$ cat src/sv/kwm_pkg.sv
// Package for the k-way sorted merge: shared constants and the queue entry type.
// Used by every module of the block but kwm_ram; no dependencies.
package kwm_pkg;

    localparam int DEF_NUM_LISTS   = 8;
    localparam int DEF_VALUE_WIDTH = 32;

    localparam int QUEUE_DEPTH = 4;
    localparam int QPTR_W      = $clog2(QUEUE_DEPTH);

    localparam int TDATA_W = 40;

    localparam logic [3:0] LISTS_RESET      = 4'd8;
    localparam logic       REG_LISTS_IN_USE = 1'b0;

    typedef struct packed {
        logic [2:0]  list_index;
        logic [31:0] element_value;
        logic        end_of_list;
        logic        in_range;
    } kwm_item_t;

endpackage

$ cat src/sv/kwm_ram.sv
// Generic single-write, single-read RAM with registered read data.
// No dependencies.
module kwm_ram #(
    parameter int WIDTH = 32,
    parameter int DEPTH = 8
) (
    input  logic                     clk,
    input  logic                     we,
    input  logic [$clog2(DEPTH)-1:0] waddr,
    input  logic [WIDTH-1:0]         wdata,
    input  logic [$clog2(DEPTH)-1:0] raddr,
    output logic [WIDTH-1:0]         rdata
);

    logic [WIDTH-1:0] mem [DEPTH];
    logic [WIDTH-1:0] rdata_reg;

    always_ff @(posedge clk)
    begin
        if (we)
        begin
            mem[waddr] <= wdata;
        end
        rdata_reg <= mem[raddr];
    end

    assign rdata = rdata_reg;

endmodule

$ cat src/sv/kwm_front.sv
// Front end of the merge: accepts stream transactions, checks the list range
// and queues them for the back end. Depends on kwm_pkg.
module kwm_front
    import kwm_pkg::*;
(
    input  logic               clk,
    input  logic               rst_n,
    input  logic               s_tvalid,
    output logic               s_tready,
    input  logic [TDATA_W-1:0] s_tdata,   // list_index[2:0], element_value[34:3], zeros
    input  logic               s_tlast,   // end_of_list
    input  logic [3:0]         active_count,
    output kwm_item_t          item,
    output logic               item_valid,
    input  logic               item_pop
);

    kwm_item_t          q_reg [QUEUE_DEPTH];
    logic [QPTR_W-1:0]  wr_ptr_reg;
    logic [QPTR_W-1:0]  rd_ptr_reg;
    logic [QPTR_W:0]    count_reg;
    logic               push;
    logic               pop;
    kwm_item_t          new_item;

    assign s_tready   = (count_reg != (QPTR_W+1)'(QUEUE_DEPTH));
    assign push       = s_tvalid && s_tready;
    assign item_valid = (count_reg != '0);
    assign pop        = item_pop && item_valid;
    assign item       = q_reg[rd_ptr_reg];

    always_comb
    begin
        new_item.list_index    = s_tdata[2:0];
        new_item.element_value = s_tdata[34:3];
        new_item.end_of_list   = s_tlast;
        new_item.in_range      = ({1'b0, s_tdata[2:0]} < active_count);
    end

    always_ff @(posedge clk)
    begin
        if (push)
        begin
            q_reg[wr_ptr_reg] <= new_item;
        end
    end

    always_ff @(posedge clk or negedge rst_n)
    begin
        if (!rst_n)
        begin
            wr_ptr_reg <= '0;
            rd_ptr_reg <= '0;
            count_reg  <= '0;
        end
        else
        begin
            if (push)
            begin
                wr_ptr_reg <= wr_ptr_reg + 1'b1;
            end
            if (pop)
            begin
                rd_ptr_reg <= rd_ptr_reg + 1'b1;
            end
            if (push && !pop)
            begin
                count_reg <= count_reg + 1'b1;
            end
            else if (pop && !push)
            begin
                count_reg <= count_reg - 1'b1;
            end
        end
    end

endmodule

$ cat src/sv/kwm_back.sv
// Back end of the merge: applies queued transactions to the head slots, scans
// the slots with one comparator and drives the output register.
// Depends on kwm_pkg and kwm_ram.
module kwm_back
    import kwm_pkg::*;
#(
    parameter int NUM_LISTS   = DEF_NUM_LISTS,
    parameter int VALUE_WIDTH = DEF_VALUE_WIDTH
) (
    input  logic               clk,
    input  logic               rst_n,
    input  kwm_item_t          item,
    input  logic               item_valid,
    output logic               item_pop,
    input  logic [3:0]         active_count,
    output logic               m_tvalid,
    input  logic               m_tready,
    output logic [TDATA_W-1:0] m_tdata,   // merged_value[31:0], source_list[34:32], zeros
    output logic               m_tuser    // merge_done
);

    localparam int IDX_W = $clog2(NUM_LISTS);
    localparam int KW    = IDX_W + 1;
    localparam int EXT_W = (VALUE_WIDTH > 32) ? VALUE_WIDTH : 32;

    localparam logic [1:0] ST_IDLE  = 2'd0;
    localparam logic [1:0] ST_CHECK = 2'd1;
    localparam logic [1:0] ST_SCAN  = 2'd2;
    localparam logic [1:0] ST_EMIT  = 2'd3;

    logic [1:0]             state_reg, state_next;
    logic [NUM_LISTS-1:0]   present_reg, present_next;
    logic [NUM_LISTS-1:0]   ended_reg, ended_next;
    logic [KW-1:0]          k_reg, k_next;
    logic                   any_reg, any_next;
    logic                   done_reg, done_next;
    logic [VALUE_WIDTH-1:0] best_val_reg, best_val_next;
    logic [IDX_W-1:0]       best_idx_reg, best_idx_next;

    logic                   out_valid_reg, out_valid_next;
    logic                   out_load;
    logic [31:0]            out_val_reg;
    logic [2:0]             out_src_reg;
    logic                   out_done_reg;
    logic [31:0]            out_val_new;
    logic [2:0]             out_src_new;

    logic [NUM_LISTS-1:0]   active_mask;
    logic                   all_ready;
    logic                   any_head;
    logic [IDX_W-1:0]       slot;
    logic [IDX_W-1:0]       prev;
    logic                   ram_we;
    logic [VALUE_WIDTH-1:0] ram_rdata;
    logic signed [EXT_W-1:0] in_ext;
    logic signed [EXT_W-1:0] best_ext;

    for (genvar g = 0; g < NUM_LISTS; g++)
    begin : g_mask
        assign active_mask[g] = (g < int'(active_count));
    end

    assign all_ready = &(present_reg | ended_reg | ~active_mask);
    assign any_head  = |(present_reg & active_mask);
    assign slot      = IDX_W'(item.list_index);
    assign prev      = IDX_W'(k_reg - 1'b1);
    assign in_ext    = EXT_W'(signed'(item.element_value));
    assign best_ext  = EXT_W'(signed'(best_val_reg));

    kwm_ram #(
        .WIDTH (VALUE_WIDTH),
        .DEPTH (NUM_LISTS)
    ) u_heads (
        .clk   (clk),
        .we    (ram_we),
        .waddr (slot),
        .wdata (in_ext[VALUE_WIDTH-1:0]),
        .raddr (k_reg[IDX_W-1:0]),
        .rdata (ram_rdata)
    );

    always_comb
    begin
        state_next     = state_reg;
        present_next   = present_reg;
        ended_next     = ended_reg;
        k_next         = k_reg;
        any_next       = any_reg;
        done_next      = done_reg;
        best_val_next  = best_val_reg;
        best_idx_next  = best_idx_reg;
        out_valid_next = out_valid_reg && !m_tready;
        out_load       = 1'b0;
        out_val_new    = best_ext[31:0];
        out_src_new    = 3'(best_idx_reg);
        item_pop       = 1'b0;
        ram_we         = 1'b0;

        case (state_reg)
            ST_IDLE:
            begin
                if (item_valid)
                begin
                    item_pop = 1'b1;
                    if (item.in_range && !ended_reg[slot])
                    begin
                        if (item.end_of_list)
                        begin
                            ended_next[slot] = 1'b1;
                        end
                        else if (!present_reg[slot])
                        begin
                            ram_we             = 1'b1;
                            present_next[slot] = 1'b1;
                        end
                    end
                    state_next = ST_CHECK;
                end
            end
            ST_CHECK:
            begin
                if (!all_ready)
                begin
                    state_next = ST_IDLE;
                end
                else if (!any_head)
                begin
                    done_next  = 1'b1;
                    state_next = ST_EMIT;
                end
                else
                begin
                    done_next  = 1'b0;
                    any_next   = 1'b0;
                    k_next     = '0;
                    state_next = ST_SCAN;
                end
            end
            ST_SCAN:
            begin
                if ((k_reg != '0) && present_reg[prev])
                begin
                    if (!any_reg || ($signed(ram_rdata) < $signed(best_val_reg)))
                    begin
                        best_val_next = ram_rdata;
                        best_idx_next = prev;
                    end
                    any_next = 1'b1;
                end
                if (int'(k_reg) == int'(active_count))
                begin
                    state_next = ST_EMIT;
                end
                else
                begin
                    k_next = k_reg + 1'b1;
                end
            end
            ST_EMIT:
            begin
                if (!out_valid_reg || m_tready)
                begin
                    out_load       = 1'b1;
                    out_valid_next = 1'b1;
                    if (done_reg)
                    begin
                        out_val_new  = '0;
                        out_src_new  = '0;
                        present_next = '0;
                        ended_next   = '0;
                    end
                    else
                    begin
                        present_next[best_idx_reg] = 1'b0;
                    end
                    state_next = ST_IDLE;
                end
            end
            default:
            begin
                state_next = ST_IDLE;
            end
        endcase
    end

    always_ff @(posedge clk or negedge rst_n)
    begin
        if (!rst_n)
        begin
            state_reg     <= ST_IDLE;
            present_reg   <= '0;
            ended_reg     <= '0;
            k_reg         <= '0;
            any_reg       <= 1'b0;
            done_reg      <= 1'b0;
            out_valid_reg <= 1'b0;
        end
        else
        begin
            state_reg     <= state_next;
            present_reg   <= present_next;
            ended_reg     <= ended_next;
            k_reg         <= k_next;
            any_reg       <= any_next;
            done_reg      <= done_next;
            out_valid_reg <= out_valid_next;
        end
    end

    always_ff @(posedge clk)
    begin
        best_val_reg <= best_val_next;
        best_idx_reg <= best_idx_next;
        if (out_load)
        begin
            out_val_reg  <= out_val_new;
            out_src_reg  <= out_src_new;
            out_done_reg <= done_reg;
        end
    end

    assign m_tvalid = out_valid_reg;
    assign m_tdata  = {5'b0, out_src_reg, out_val_reg};
    assign m_tuser  = out_done_reg;

endmodule

$ cat src/sv/k_way_sorted_merge.sv
// Flow: an accepted item waits in the front-end queue; the back end pops it in IDLE, then in
// CHECK sees whether every list in use has a head or has ended. If not, it returns to IDLE
// with no result; if no head is left, it emits a done result (EMIT); else it scans the head
// RAM with the single comparator, one slot per cycle (SCAN), then emits the smallest head.
// The back end takes one item at a time; the queue keeps accepting items until it is full.
// Reset: flags, queue and output clear at once; lists_in_use returns to 8;
// head values are not cleared.
module k_way_sorted_merge
    import kwm_pkg::*;
#(
    parameter int NUM_LISTS   = DEF_NUM_LISTS,
    parameter int VALUE_WIDTH = DEF_VALUE_WIDTH
) (
    input  logic               clk,
    input  logic               rst_n,
    input  logic               s_tvalid,
    output logic               s_tready,
    input  logic [TDATA_W-1:0] s_tdata,   // list_index[2:0], element_value[34:3], zeros
    input  logic               s_tlast,   // end_of_list
    output logic               m_tvalid,
    input  logic               m_tready,
    output logic [TDATA_W-1:0] m_tdata,   // merged_value[31:0], source_list[34:32], zeros
    output logic               m_tuser,   // merge_done
    input  logic               psel,
    input  logic               penable,
    input  logic               pwrite,
    input  logic [2:0]         paddr,
    input  logic [31:0]        pwdata,
    output logic [31:0]        prdata,
    output logic               pready
);

    logic [3:0] lists_reg;
    logic [3:0] active_count;
    logic       cfg_write;
    kwm_item_t  item;
    logic       item_valid;
    logic       item_pop;

    assign pready    = 1'b1;
    assign cfg_write = psel && penable && pwrite && pready && (paddr[2] == REG_LISTS_IN_USE);
    assign prdata    = (paddr[2] == REG_LISTS_IN_USE) ? {28'b0, lists_reg} : 32'b0;

    always_ff @(posedge clk or negedge rst_n)
    begin
        if (!rst_n)
        begin
            lists_reg <= LISTS_RESET;
        end
        else if (cfg_write)
        begin
            lists_reg <= pwdata[3:0];
        end
    end

    always_comb
    begin
        if (lists_reg == '0)
        begin
            active_count = 4'd1;
        end
        else if (int'(lists_reg) > NUM_LISTS)
        begin
            active_count = 4'(NUM_LISTS);
        end
        else
        begin
            active_count = lists_reg;
        end
    end

    kwm_front u_front (
        .clk          (clk),
        .rst_n        (rst_n),
        .s_tvalid     (s_tvalid),
        .s_tready     (s_tready),
        .s_tdata      (s_tdata),
        .s_tlast      (s_tlast),
        .active_count (active_count),
        .item         (item),
        .item_valid   (item_valid),
        .item_pop     (item_pop)
    );

    kwm_back #(
        .NUM_LISTS   (NUM_LISTS),
        .VALUE_WIDTH (VALUE_WIDTH)
    ) u_back (
        .clk          (clk),
        .rst_n        (rst_n),
        .item         (item),
        .item_valid   (item_valid),
        .item_pop     (item_pop),
        .active_count (active_count),
        .m_tvalid     (m_tvalid),
        .m_tready     (m_tready),
        .m_tdata      (m_tdata),
        .m_tuser      (m_tuser)
    );

endmodule

$ cat config.mk
export PLATFORM = sky130hd
export DESIGN_NAME = k_way_sorted_merge
export DESIGN_NICKNAME = d
export VERILOG_FILES = /design/src/sv/kwm_pkg.sv /design/src/sv/kwm_ram.sv /design/src/sv/kwm_front.sv /design/src/sv/kwm_back.sv /design/src/sv/k_way_sorted_merge.sv
export SDC_FILE = /design/constraint.sdc
export NUM_CORES = 1
export LEC_CHECK = 0
export ABC_AREA = 1
export CORE_ASPECT_RATIO = 1.1
export CORE_MARGIN = 8
export CORE_UTILIZATION = 55
export DETAILED_ROUTE_END_ITERATION = 7
export DONT_BUFFER_PORTS = 1
export GPL_TIMING_DRIVEN = 1
export PLACE_DENSITY_LB_ADDON = 0.25
export SYNTH_ARGS = -nofsm -noshare
export SYNTH_HDL_FRONTEND = slang
export SYNTH_SLANG_ARGS = --single-unit
$ cat constraint.sdc
create_clock -name clk -period 4.6 [get_ports clk]
set_input_delay 0.92 -clock clk [delete_from_list [all_inputs] [get_ports clk]]
set_output_delay 0.92 -clock clk [all_outputs]
set_load 0.03 [all_outputs]
## After elaboration in Yosys (flattened, before gate mapping)

Memory sizes are Yosys's and may differ from the RTL's. A register that Yosys moved wholly into a read port is not among the register bits.
Cells that the tools add are included.

| cells by class | value |
|---|---|
| equality and inequality tests | 17 |
| magnitude comparators | 16 |
| muxes and demuxes | 64 |
| reductions and logical operators | 36 |
| bitwise operators | 9 |
| add/subtract/negate cells | 6 |

Operators with widths:

| cell | count |
|---|---|
| $mux 32 | 3 |
| $mux 8 | 11 |
| $lt 32x32->1 | 1 |
| $or 8x8->8 | 4 |
| $pmux 8 s2 | 2 |
| $mux 1 | 25 |
| $mux 4 | 6 |
| $and 8x8->8 | 2 |
| $lt 3x4->1 const A | 4 |
| $not 8->8 | 2 |
| $mux 3 | 5 |
| $ne 2x1->1 const B | 7 |
| $logic_and 1x1->1 | 12 |
| $lt 3x4->1 const B | 3 |
| $reduce_and 6->1 | 2 |
| $ne 2x2->1 const B | 5 |
| $bmux 1 s3 | 3 |
| $reduce_and 9->1 | 1 |
| $lt 1x4->1 const A | 2 |
| $lt 2x4->1 const A | 2 |
| $mux 2 | 4 |
| $pmux 2 s4 | 1 |
| $pmux 4 s2 | 1 |
| $reduce_and 4->1 | 2 |
| 24 further kinds | 38 |

| storage, ports and cells | value |
|---|---|
| word-level logic and storage cells | 166 |
| memories kept | 2 |
| register bits after elaboration | 107 |
| bits in writable memories | 404 |
| output and inout bits | 76 |
| input port bits | 83 |

Memory list:

| name | depth | width | rd ports | clocked after Yosys merged registers in | wr ports | line | text |
|---|---|---|---|---|---|---|---|
| u_back.u_heads.mem | 8 | 32 | 1 | 1 | 1 | kwm_ram.sv:15 | `logic [WIDTH-1:0] mem [DEPTH];` |
| u_front.q_reg | 4 | 37 | 1 | 0 | 1 | kwm_front.sv:18 | `kwm_item_t q_reg [QUEUE_DEPTH];` |

## Longest topological paths before layout

An unclocked memory read counts as a cell.

| depth | value |
|---|---|
| depth in word-level cells | 11 |
| mapped depth | 15 |
| mapped depth without buffers | 15 |

## Modules after synthesis

Synthesis repeated with hierarchy kept, for this count alone.

| unflattened totals | value |
|---|---|
| cells, all modules | 2247 |
| area, all modules | 23602.6 µm² |

Modules (own cells, without submodules):

| module | seq. area each (µm²) | area an instance (µm²) | cells each | instances |
|---|---|---|---|---|
| kwm_ram | 8328.0 | 11872.6 | 1156 | 1 |
| kwm_front | 4619.4 | 6157.2 | 469 | 1 |
| kwm_back | 2757.6 | 5104.9 | 555 | 1 |
| k_way_sorted_merge | 101.3 | 467.9 | 67 | 1 |

## Worst setup path after synthesis

OpenSTA, ideal clock, no wires.

| timing | value |
|---|---|
| path kind | reg-to-reg |
| start | reg u_front.rd_ptr_reg[0] |
| end | mem u_back.u_heads.mem[0][0], enable pin |
| cell stages (with the launch flop) | 11 |
| setup time | 0.461 ns |
| buffers on the path | 1 |
| required time | 4.139 ns |
| period minus slack after synthesis | 4.082 ns |
| data arrival time | 3.621 ns |
| setup slack | 0.518 ns |
| cells stage by stage | dfrtp_1 buf_4 o21ai_0 nand2_1 nand2_2 inv_2 nand2_1 nand2_1 nand2_2 nand3_1 nor3_1 |

| on the way | value |
|---|---|
| longest elaborated chain between the ends | 10 |
| elaborated cells between the ends (all ways) | 14 |
| those cells by class | mux: 11; reduce/logical: 2; memory: 1 |

Ends and longest elaborated chain:

| item | line | text |
|---|---|---|
| from (decl) | kwm_front.sv:20 | `logic [QPTR_W-1:0] rd_ptr_reg;` |
| from (signal assigned) | kwm_front.sv:64 | `rd_ptr_reg <= rd_ptr_reg + 1'b1;` |
| $mem_v2 4x37 (*) | -- |  |
| $bmux 1 s3 (on tied branches) | kwm_back.sv:111, kwm_back.sv:105 |  |
| $mux 1 (on tied branches) | kwm_back.sv:111, kwm_back.sv:105 |  |
| $mux 1 or $logic_not 1->1 (tied branches) | kwm_back.sv:111, kwm_back.sv:105 |  |
| $mux 1 or $logic_and 1x1->1 (tied branches) | kwm_back.sv:107, kwm_back.sv:105 |  |
| $mux 1 | kwm_back.sv:105 | `if (item.in_range && !ended_reg[slot])` |
| $mux 1 | kwm_back.sv:102 | `if (item_valid)` |
| $mux 1 | kwm_back.sv:99 | `case (state_reg)` |
| $mux 1 | kwm_ram.sv:20 | `if (we)` |
| $mux 1 (implied by the code) | kwm_ram.sv:22 | `mem[waddr] <= wdata;` |
| to (decl) | kwm_ram.sv:15 |  |

Mark *: on every way between the ends. The rest lies on a longest branch, timed or not. The select of a mux whose other input is x is not followed.

## Worst setup path after layout

| timing | value |
|---|---|
| start | reg u_back.k_reg[0] |
| end | reg u_back.best_val_reg[6], in the netlist u_back.best_ext[6], enable pin |

| on the way | value |
|---|---|
| longest elaborated chain between the ends | 5 |
| elaborated cells between the ends (all ways) | 6 |
| those cells by class | add/sub: 1; mux: 2; reduce/logical: 3 |

Ends and longest elaborated chain:

| item | line | text |
|---|---|---|
| from (decl) | kwm_back.sv:34 | `logic [KW-1:0] k_reg, k_next;` |
| from (signal assigned) | kwm_back.sv:203 | `k_reg <= k_next;` |
| $sub 3x1->3 | kwm_back.sv:66 | `assign prev = IDX_W'(k_reg - 1'b1);` |
| net u_back.prev[1] | kwm_back.sv:52 | `logic [IDX_W-1:0] prev;` |
| $bmux 1 s3 | kwm_back.sv:141 | `if ((k_reg != '0) && present_reg[prev])` |
| $mux 1 (implied by the code) | kwm_back.sv:141 |  |
| $logic_and 1x1->1 | kwm_back.sv:141 |  |
| $reduce_and 3->1 (no source line) | -- |  |
| to (signal assigned) | kwm_back.sv:212 | `best_val_reg <= best_val_next;` |
| to (decl) | kwm_back.sv:37 | `logic [VALUE_WIDTH-1:0] best_val_reg, best_val_next;` |

The timed path passes the listed nets, and every way through them passes these cells. The select of a mux whose other input is x is not followed.
A chain may end at the register's enable or synchronous reset.

==> flow_metrics.env <==
export IMPL_synth_area_sq_mm=0.0220
export IMPL_n_fill_cell=3066
export IMPL_first_iter_violations=947
export IMPL_grt_pass1_vias=12505
export IMPL_cts_tree="built"
export IMPL_hold_class="in -> async"
export IMPL_clock_sinks=543
export IMPL_synth_edf_count=475
export IMPL_layout_common_cells="edfxtp_1, nor2_1, o21ai_0, nand2_1, inv_1"
export IMPL_start_util_pct=55.3
export IMPL_worst_path_buf_inv=2
export IMPL_place_gp_congestion=0.909
export IMPL_ctsResizeCount=0
export IMPL_die_w_um=207
export IMPL_endpoint_kind="flop"
export IMPL_grt_ovfl_total=0
export IMPL_die_h_um=226
export IMPL_hold_buffers=1
export IMPL_synth_top_family_by_area="simple AND/OR/NAND/NOR gates"
export IMPL_crit_path_top_delay_cell="nor2_4"
export IMPL_vias=13111
export IMPL_yosysSeqAreaShare_pct=71.7
export IMPL_synth_xor_xnor_area_share_pct=0.358
export IMPL_path_cells="clkinv_2 -> ha_1 -> inv_1 -> a21oi_1 -> o21ai_0 -> nand3_1 -> nand3_1 -> nor2_4"
export IMPL_fp_dieArea_sq_mm=0.0467
export IMPL_power_frac_comb_pct=21.1
export IMPL_wl_per_cell_um=18.6
export IMPL_clock_power_share_pct=31.8
export IMPL_synth_cell_types=43
export IMPL_clkSlewWorstSetupHoldPaths_ns=0.06
export IMPL_h_tree_depth=2
export IMPL_drv_slew=0
export IMPL_numCtsBuffers=53
export IMPL_synth_simple_area_share_pct=11.1
export IMPL_synth_async_sr_flop_share_pct=6.63
export IMPL_hold_violations=0
export IMPL_drc=0
export IMPL_power_frac_seq_pct=47.0
export IMPL_multiInputGateArea_sq_mm=0.00536
export IMPL_clockRootBuffer="clkbuf_16"
export IMPL_fin_crit_sh_pct=80.1
export IMPL_rows=77
export IMPL_insertedDiodeCount=0
export IMPL_critPathMaxFanout=49
export IMPL_grtUsageTotal_pct=18.9
export IMPL_netlist_area_leader_share_pct=64.7
export IMPL_antenna_left=0
export IMPL_cap_violations=0
export IMPL_setup_viol=0
export IMPL_switching_share_pct=30.6
export IMPL_grt_max_degree=97
export IMPL_ys_ff_latch=543
export IMPL_switchingPower_mw=4.36
export IMPL_arrival_ns=3.90
export IMPL_cellLeakagePower_nw=8.94
export IMPL_post_cts_setup_buffers=0
export IMPL_cts_max_path_buffers=3
export IMPL_grt_pass1_wl_um=68100
export IMPL_ys_top_cells_by_area="edfxtp_1, nor2_1, o21ai_0"
export IMPL_synth_ff_type="edfxtp_1"
export IMPL_setup_tns_ns=0
export IMPL_nets=1946
export IMPL_fin_cells=2378
export IMPL_cp_required_ns=4.82
export IMPL_drive_gt1_share_pct=7.77
export IMPL_synth_adder_area_share_pct=2.42
export IMPL_startpoint_type="flop"
export IMPL_maxSlewHeadroom_pct=34.0
export IMPL_seq_area_sq_mm=0.0158
export IMPL_avgSynthCellArea_sq_um=12.1
export IMPL_port_buffers=0
export IMPL_p_per_area_mw_per_mm2=584
export IMPL_clkLatencyLatePin_ns=0.60
export IMPL_place_inst=2278
export IMPL_postPlaceCellArea_sq_mm=0.0225
export IMPL_coreArea_sq_mm=0.0399
export IMPL_rsz0062_at_grt="no"
export IMPL_synthMuxAreaShare_pct=0.0511
export IMPL_first_pass_iters=6
export IMPL_yosys_warnings=0
export IMPL_dp_hpwl_um=26700
export IMPL_post_route_min_period_ns=3.68
export IMPL_tightest_slew_ns=0.988
export IMPL_slowest_delay_ns=0.80
export IMPL_p_int_mw=9.87
export IMPL_syn2layout_area_growth_pct=10.5
export IMPL_antenna_found_initial=0
export IMPL_largest_reg_flops=256
export IMPL_layout_commonest_cell="edfxtp_1"
export IMPL_criticalPathCategory="reg -> reg"
export IMPL_synth_area_leader_cell="edfxtp_1"
export IMPL_critPathTopFamily="simple AND/OR/NAND/NOR gates"
export IMPL_wirelength_um=44300
export IMPL_synth_compound_area_share_pct=9.35
export IMPL_skew_ns=0.0162
export IMPL_fmax_ghz=0.271
export IMPL_syn_inst=1827
export IMPL_outcome="complete, no violations"
export IMPL_finalInstanceArea_sq_mm=0.0244
export IMPL_ir_worst_vdd_v=0.000485
export IMPL_pin_count=159
export IMPL_vias_per_cell=5.51
export IMPL_worst_path_most_repeated_cell="nand3_1"
-- cell usage after synthesis, types with 2 or more instances --
| cell | count |
|---|---|
| o21a_1 | 3 |
| dfxtp_1 | 32 |
| clkinv_1 | 4 |
| dfrtp_1 | 35 |
| o21ai_1 | 3 |
| nand2_1 | 183 |
| inv_1 | 125 |
| conb_1 | 2 |
| xnor2_1 | 5 |
| edfxtp_1 | 475 |
| a31oi_1 | 35 |
| buf_1 | 7 |
| o21ai_0 | 212 |
| nor2_1 | 336 |
| nand2_4 | 3 |
| xor2_1 | 4 |
| buf_2 | 5 |
| o211ai_1 | 2 |
| nor3_1 | 16 |
| inv_2 | 3 |
| o22ai_1 | 73 |
| buf_4 | 35 |
| nand4_1 | 7 |
| a21oi_1 | 43 |
| clkbuf_1 | 67 |
| nand2_2 | 4 |
| nand3_1 | 52 |
| ha_1 | 41 |
-- final timing paths --
kind,cells after the start,startpoint,end,slack [ns]
worst max-delay path,8,u_back.k_reg[0]$_DFFE_PN0P_,u_back.best_ext[6]$_DFFE_PP_,0.92
min in group clk,0,s_tdata[9],u_front.q_reg[2][8]$_DFFE_PP_,0.42
worst min register to register,0,u_back.u_heads.rdata[0]$_DFF_P_,u_back.best_ext[0]$_DFFE_PP_,0.43
worst max register to register,8,u_back.k_reg[0]$_DFFE_PN0P_,u_back.best_ext[6]$_DFFE_PP_,0.92
worst min-delay path,1,rst_n,u_back.present_reg[4]$_DFFE_PN0P_,0.16
max in group asynchronous,1,rst_n,u_back.k_reg[0]$_DFFE_PN0P_,4.24
-- area by class of cell --
| cell class | instances | share of cell area, % |
|---|---|---|
| Tap cell | 513 | 2.64 |
| Clock inverter | 41 | 2.13 |
| Inverter | 132 | 2.04 |
| Clock buffer | 58 | 5.52 |
| Timing Repair Buffer | 23 | 0.760 |
| Multi-Input combinational cell | 1068 | 22.0 |
| Sequential cell | 543 | 64.9 |
-- worst register-to-register path: cells and delay by family (launching register included) --
kind	cells	cell delay, ns
compound gates	2	0.22
buf+inv	2	0.72
flops	1	0.75
fa+ha+maj	1	0.55
simple gates	3	1.05
-- cell families after synthesis --
logic type	count (synthesis)
buffers and inverters	248
DFF	543
adders and majority gates	42
muxes	1
other	2
xor gates and xnor gates	9
and+or+nand+nor	606
AOI/OAI and AO/OA	376
-- power by group through the flow --
stage / clock network, mW / logic [mW] / registers (mW)
after floorplan: 0 / 2.12 / 6.73
after global placement: 0 / 2.91 / 6.78
after detailed placement: 0 / 2.99 / 6.79
after CTS: 4.62 / 3.00 / 6.69
after global routing: 4.79 / 3.34 / 6.74
final: 4.52 / 3.01 / 6.69
-- per-layer routing --
layer  vias up  routed length [um]  global-route usage, %
met5         -                   0                      0
met4         0                 794                   4.61
met3        65                3690                   4.46
met2       461               20500                   29.8
met1      6225               19400                   26.4
li1       6360                   -                      -
-- through the flow --
stage / worst slack [ns] / hold WS (ns) / power (mW) / util, %
after floorplan: 0.518 / 0.408 / 8.85 / -
after global routing: 0.524 / 0.134 / 14.9 / 61.1
after CTS: 0.846 / 0.138 / 14.3 / 61.1
final: 0.917 / 0.165 / 14.2 / 61.1
after global placement: 0.832 / 0.420 / 9.68 / 56.3
after detailed placement: 0.858 / 0.424 / 9.78 / 56.3
No activity file was read; power rests on OpenSTA's default activity.
